### src/sv/kqat_ram.sv
// Generic single-write, single-read synchronous RAM with registered read data.
// No dependencies.
`default_nettype none

module kqat_ram #(
  parameter int unsigned WIDTH = 8,
  parameter int unsigned DEPTH = 16,
  parameter int unsigned AW    = $clog2(DEPTH)
) (
  input  wire logic             clk_i,
  input  wire logic             we_i,
  input  wire logic [AW-1:0]    waddr_i,
  input  wire logic [WIDTH-1:0] wdata_i,
  input  wire logic             re_i,
  input  wire logic [AW-1:0]    raddr_i,
  output logic      [WIDTH-1:0] rdata_o
);

  logic [WIDTH-1:0] mem [DEPTH];

  always_ff @(posedge clk_i) begin
    if (we_i) begin
      mem[waddr_i] <= wdata_i;
    end
  end

  always_ff @(posedge clk_i) begin
    if (re_i) begin
      rdata_o <= mem[raddr_i];
    end
  end

endmodule

`default_nettype wire

### config.mk
export PLATFORM = sky130hd
export DESIGN_NAME = kqat_ram
export DESIGN_NICKNAME = d
export VERILOG_FILES = /design/src/sv/kqat_ram.sv
export SDC_FILE = /design/constraint.sdc
export NUM_CORES = 1
export LEC_CHECK = 0
export BUFFER_PORTS_ARGS = -buffer_cell sky130_fd_sc_hd__buf_2
export CORE_ASPECT_RATIO = 0.9
export CORE_MARGIN = 2
export CORE_UTILIZATION = 60
export CTS_CLUSTER_DIAMETER = 30
export CTS_CLUSTER_SIZE = 40
export DETAILED_ROUTE_END_ITERATION = 10
export PLACE_DENSITY = 0.76
export SYNTH_ARGS = -nofsm -noshare
export SYNTH_HDL_FRONTEND = slang
export SYNTH_SLANG_ARGS = --single-unit
### constraint.sdc
create_clock -name clk_i -period 3.16 [get_ports clk_i]
set_input_delay 0.474 -clock clk_i [delete_from_list [all_inputs] [get_ports clk_i]]
set_output_delay 0.474 -clock clk_i [all_outputs]
set_load 0.01 [all_outputs]
==> impl_metrics.yaml <==
die:
  die-height_um: 92.6
  dieArea_sq_um: 9480
  die_w_um: 102
  start_util_pct: 61.3
  rows: 32
  coreArea_sq_um: 8530
  boundaryPins: 27
detailed_routing:
  drcViolationCount: 0
  detail-route-antenna-nets: 0
  viasPerCell: 5.95
  drt_iter0_markers: 276
  routed_wl_um: 9540
  drtPass1Iterations: 4
  vias: 2392
  wl_per_cell_um: 23.7
grt:
  overflow: 0
  grt_use_total_pct: 23.1
  grt_pass1_vias: 2483
  grt_start_max_net_pins: 33
  grt_antenna_before_repair: 0
  grt_pass1_wl_um: 14700
synthesis:
  synth_xor_area_share_pct: 0
  synth_nets: 248
  syn-instance-count: 229
  synth_top_cell_by_area: "edfxtp_1"
  ys_ff_latch: 136
  syn_area_sq_um: 5230
  ys_seq_area_share_pct: 78.1
  synth_area_leaders: "edfxtp_1 (78%), mux4_2 (7.8%), mux4_1 (7.0%)"
  synth_top_family_by_area: "multiplexers"
  synth.avg_cell_area_sq_um: 22.8
  yosysUniqueCellTypes: 18
  yosys_warnings: 0
  synth_top_area_share_pct: 78.1
  yosys.area_share.simple_pct: 3.14
  synthMuxAreaShare_pct: 14.8
  synth_compound_area_share_pct: 2.30
  yosys.area_share.adder_pct: 0
pwr:
  p_int_mw: 3.22
  leakage_nw: 2.01
  p_clk_share_pct: 44.8
  powerDensity_nw_per_um2: 668
  p_comb_share_pct: 4.5
  seqPwrFrac_pct: 50.8
  swShare_pct: 20.1
  irDropWorstVdd_mv: 0.451
  switchingPower_uw: 810
timing:
  worst_slew_pin_slew_ps: 992
  finalSetupTns_ps: 0
  min_period_ps: 1630
  hold_violations: 0
  rsz0062_at_grt: "false"
  relSlewSlack_pct: 33.6
  fmaxAchievable_mhz: 614
  finalCritPeriodShare_pct: 51.5
  skew_ps: 6.58
  slew_violations: 0
  setup_viol: 0
place:
  io_buffers: 26
  hpwl_um: 5840
  gp_congestion: 0.743
clock_tree:
  root_buffer: "clkbuf_8"
  clockBufferDepth: 2
  clkTransAtPathRegs_ps: 60
  postCtsSetupRepairBufs: 0
  ctsHoldBuffers: 0
  cts_resized: 0
  numCtsBuffers: 17
  htreeDepth: 4
  cts_sinks: 136
  clock_latency_ps: 520
  cts_tree: "done"
final_layout:
  finish.net_count: 289
  syn2layout_area_growth_pct: 15.3
  final_util_pct: 70.7
  insertedDiodeCount: 0
  layout-drive-gt1-share_pct: 28.3
critical_path:
  worstPathRequired_ps: 3430
  crit_chain: "buf_2 -> mux4_1 -> a22oi_1 -> nand2_1"
  worst-setup-path-type: "input port to flop"
  cp.arrival_ps: 1900
  end_kind: "flop"
  crit_fanout: 32
  max_stage_delay_ps: 610
  cp-start-kind: "input port"
  crit_slowest_cell: "buf_2"
flow_run:
  maxCapViolations: 0
hold_path:
  hold_path_class: "input port to flop"
run_status:
  status: "complete, no violations"
-- layer usage --
layer / share of wire (%) / track usage [%] / up-vias
met5: 0 / 0 / -
met4: 1.8 / 7.33 / 0
met3: 5.4 / 8.23 / 12
met2: 50 / 34.2 / 86
met1: 43 / 33.1 / 1230
li1: - / - / 1064
-- critical path, delay by kind of cell --
| family | cells | cell delay, ps |
|---|---|---|
| compound gates | 1 | 270 |
| buf+inv | 1 | 610 |
| mux | 1 | 430 |
| simple gates | 1 | 90 |
-- synth_stat cells --
master and n:
and2b_1 1, mux4_1 14, nor2b_1 1, nor3_1 4, clkdlybuf4s25_2 3, buf_4 1, edfxtp_1 136, and2_1 1
a22oi_1 16, buf_6 3, nand3_1 1, mux4_2 18, nand3b_1 2, nand2_1 9, or3b_2 1, buf_2 3
nor2_1 13, nand2b_1 2
-- flip-flops by register name, summed over array words and instances, names as in the netlist --
signal   count
mem        128
rdata_o      8
-- stage by stage --
step	hold slack [ps]	total power [mW]	setup WS, ps	instance area (sq um)	cells
2_1_floorplan	573	2.18	1190	5230	229
3_3_place_gp	722	2.25	1030	5480	370
3_5_place_dp	730	2.26	1000	5480	370
4_1_cts	305	4.06	1540	6030	402
5_1_grt	296	4.15	1450	6030	402
6_report	317	4.03	1530	6030	402
-- worst paths after layout --
path                   startpoint              endpoint  slack (ps)  cells after the start
min reg2reg  mem[14][0]$_DFFE_PP_  rdata_o[0]$_DFFE_PP_         740                      3
max reg2reg   mem[1][5]$_DFFE_PP_  rdata_o[5]$_DFFE_PP_        1610                      3
max                    raddr_i[1]  rdata_o[1]$_DFFE_PP_        1530                      4
min                          re_i  rdata_o[7]$_DFFE_PP_         320                      1
-- cells in the final DEF, fill, tap and decap left out, types with 3 or more instances in the layout --
cell type  Yosys  layout
a22oi_1       16      16
buf_2          3      26
buf_4          1       5
clkbuf_16      0      16
clkinv_2       0       5
clkinv_4       0       3
edfxtp_1     136     136
mux4_1        14      14
mux4_2        18      18
nand2_1        9       9
nor2_1        13      13
nor3_1         4       4
-- power by group through the flow --
stage | Combinational (mW) | Clock, mW | Sequential, mW
after floorplan | 0.103 | 0 | 2.08
after CTS | 0.181 | 1.83 | 2.04
final | 0.180 | 1.80 | 2.04
after detailed placement | 0.180 | 0 | 2.08
after global placement | 0.174 | 0 | 2.08
after global routing | 0.196 | 1.91 | 2.05
-- layout make-up --
type	instances	area, sq um
well taps	119	149
flip-flops and latches	136	4080
repair buffers	32	188
fillers	512	2500
clock inverters	14	134
clock buffers	18	418
multi-input cells	83	1060
-- logic make-up (layout without fill, tap and decap cells) --
logic type,count (synthesis),in the layout
AND/OR/NAND/NOR,35,35
flip-flops,136,136
AO/OA/AOI/OAI,16,16
buffers and inverters,10,64
multiplexers,32,32
No activity file was read; power rests on OpenSTA's default activity.
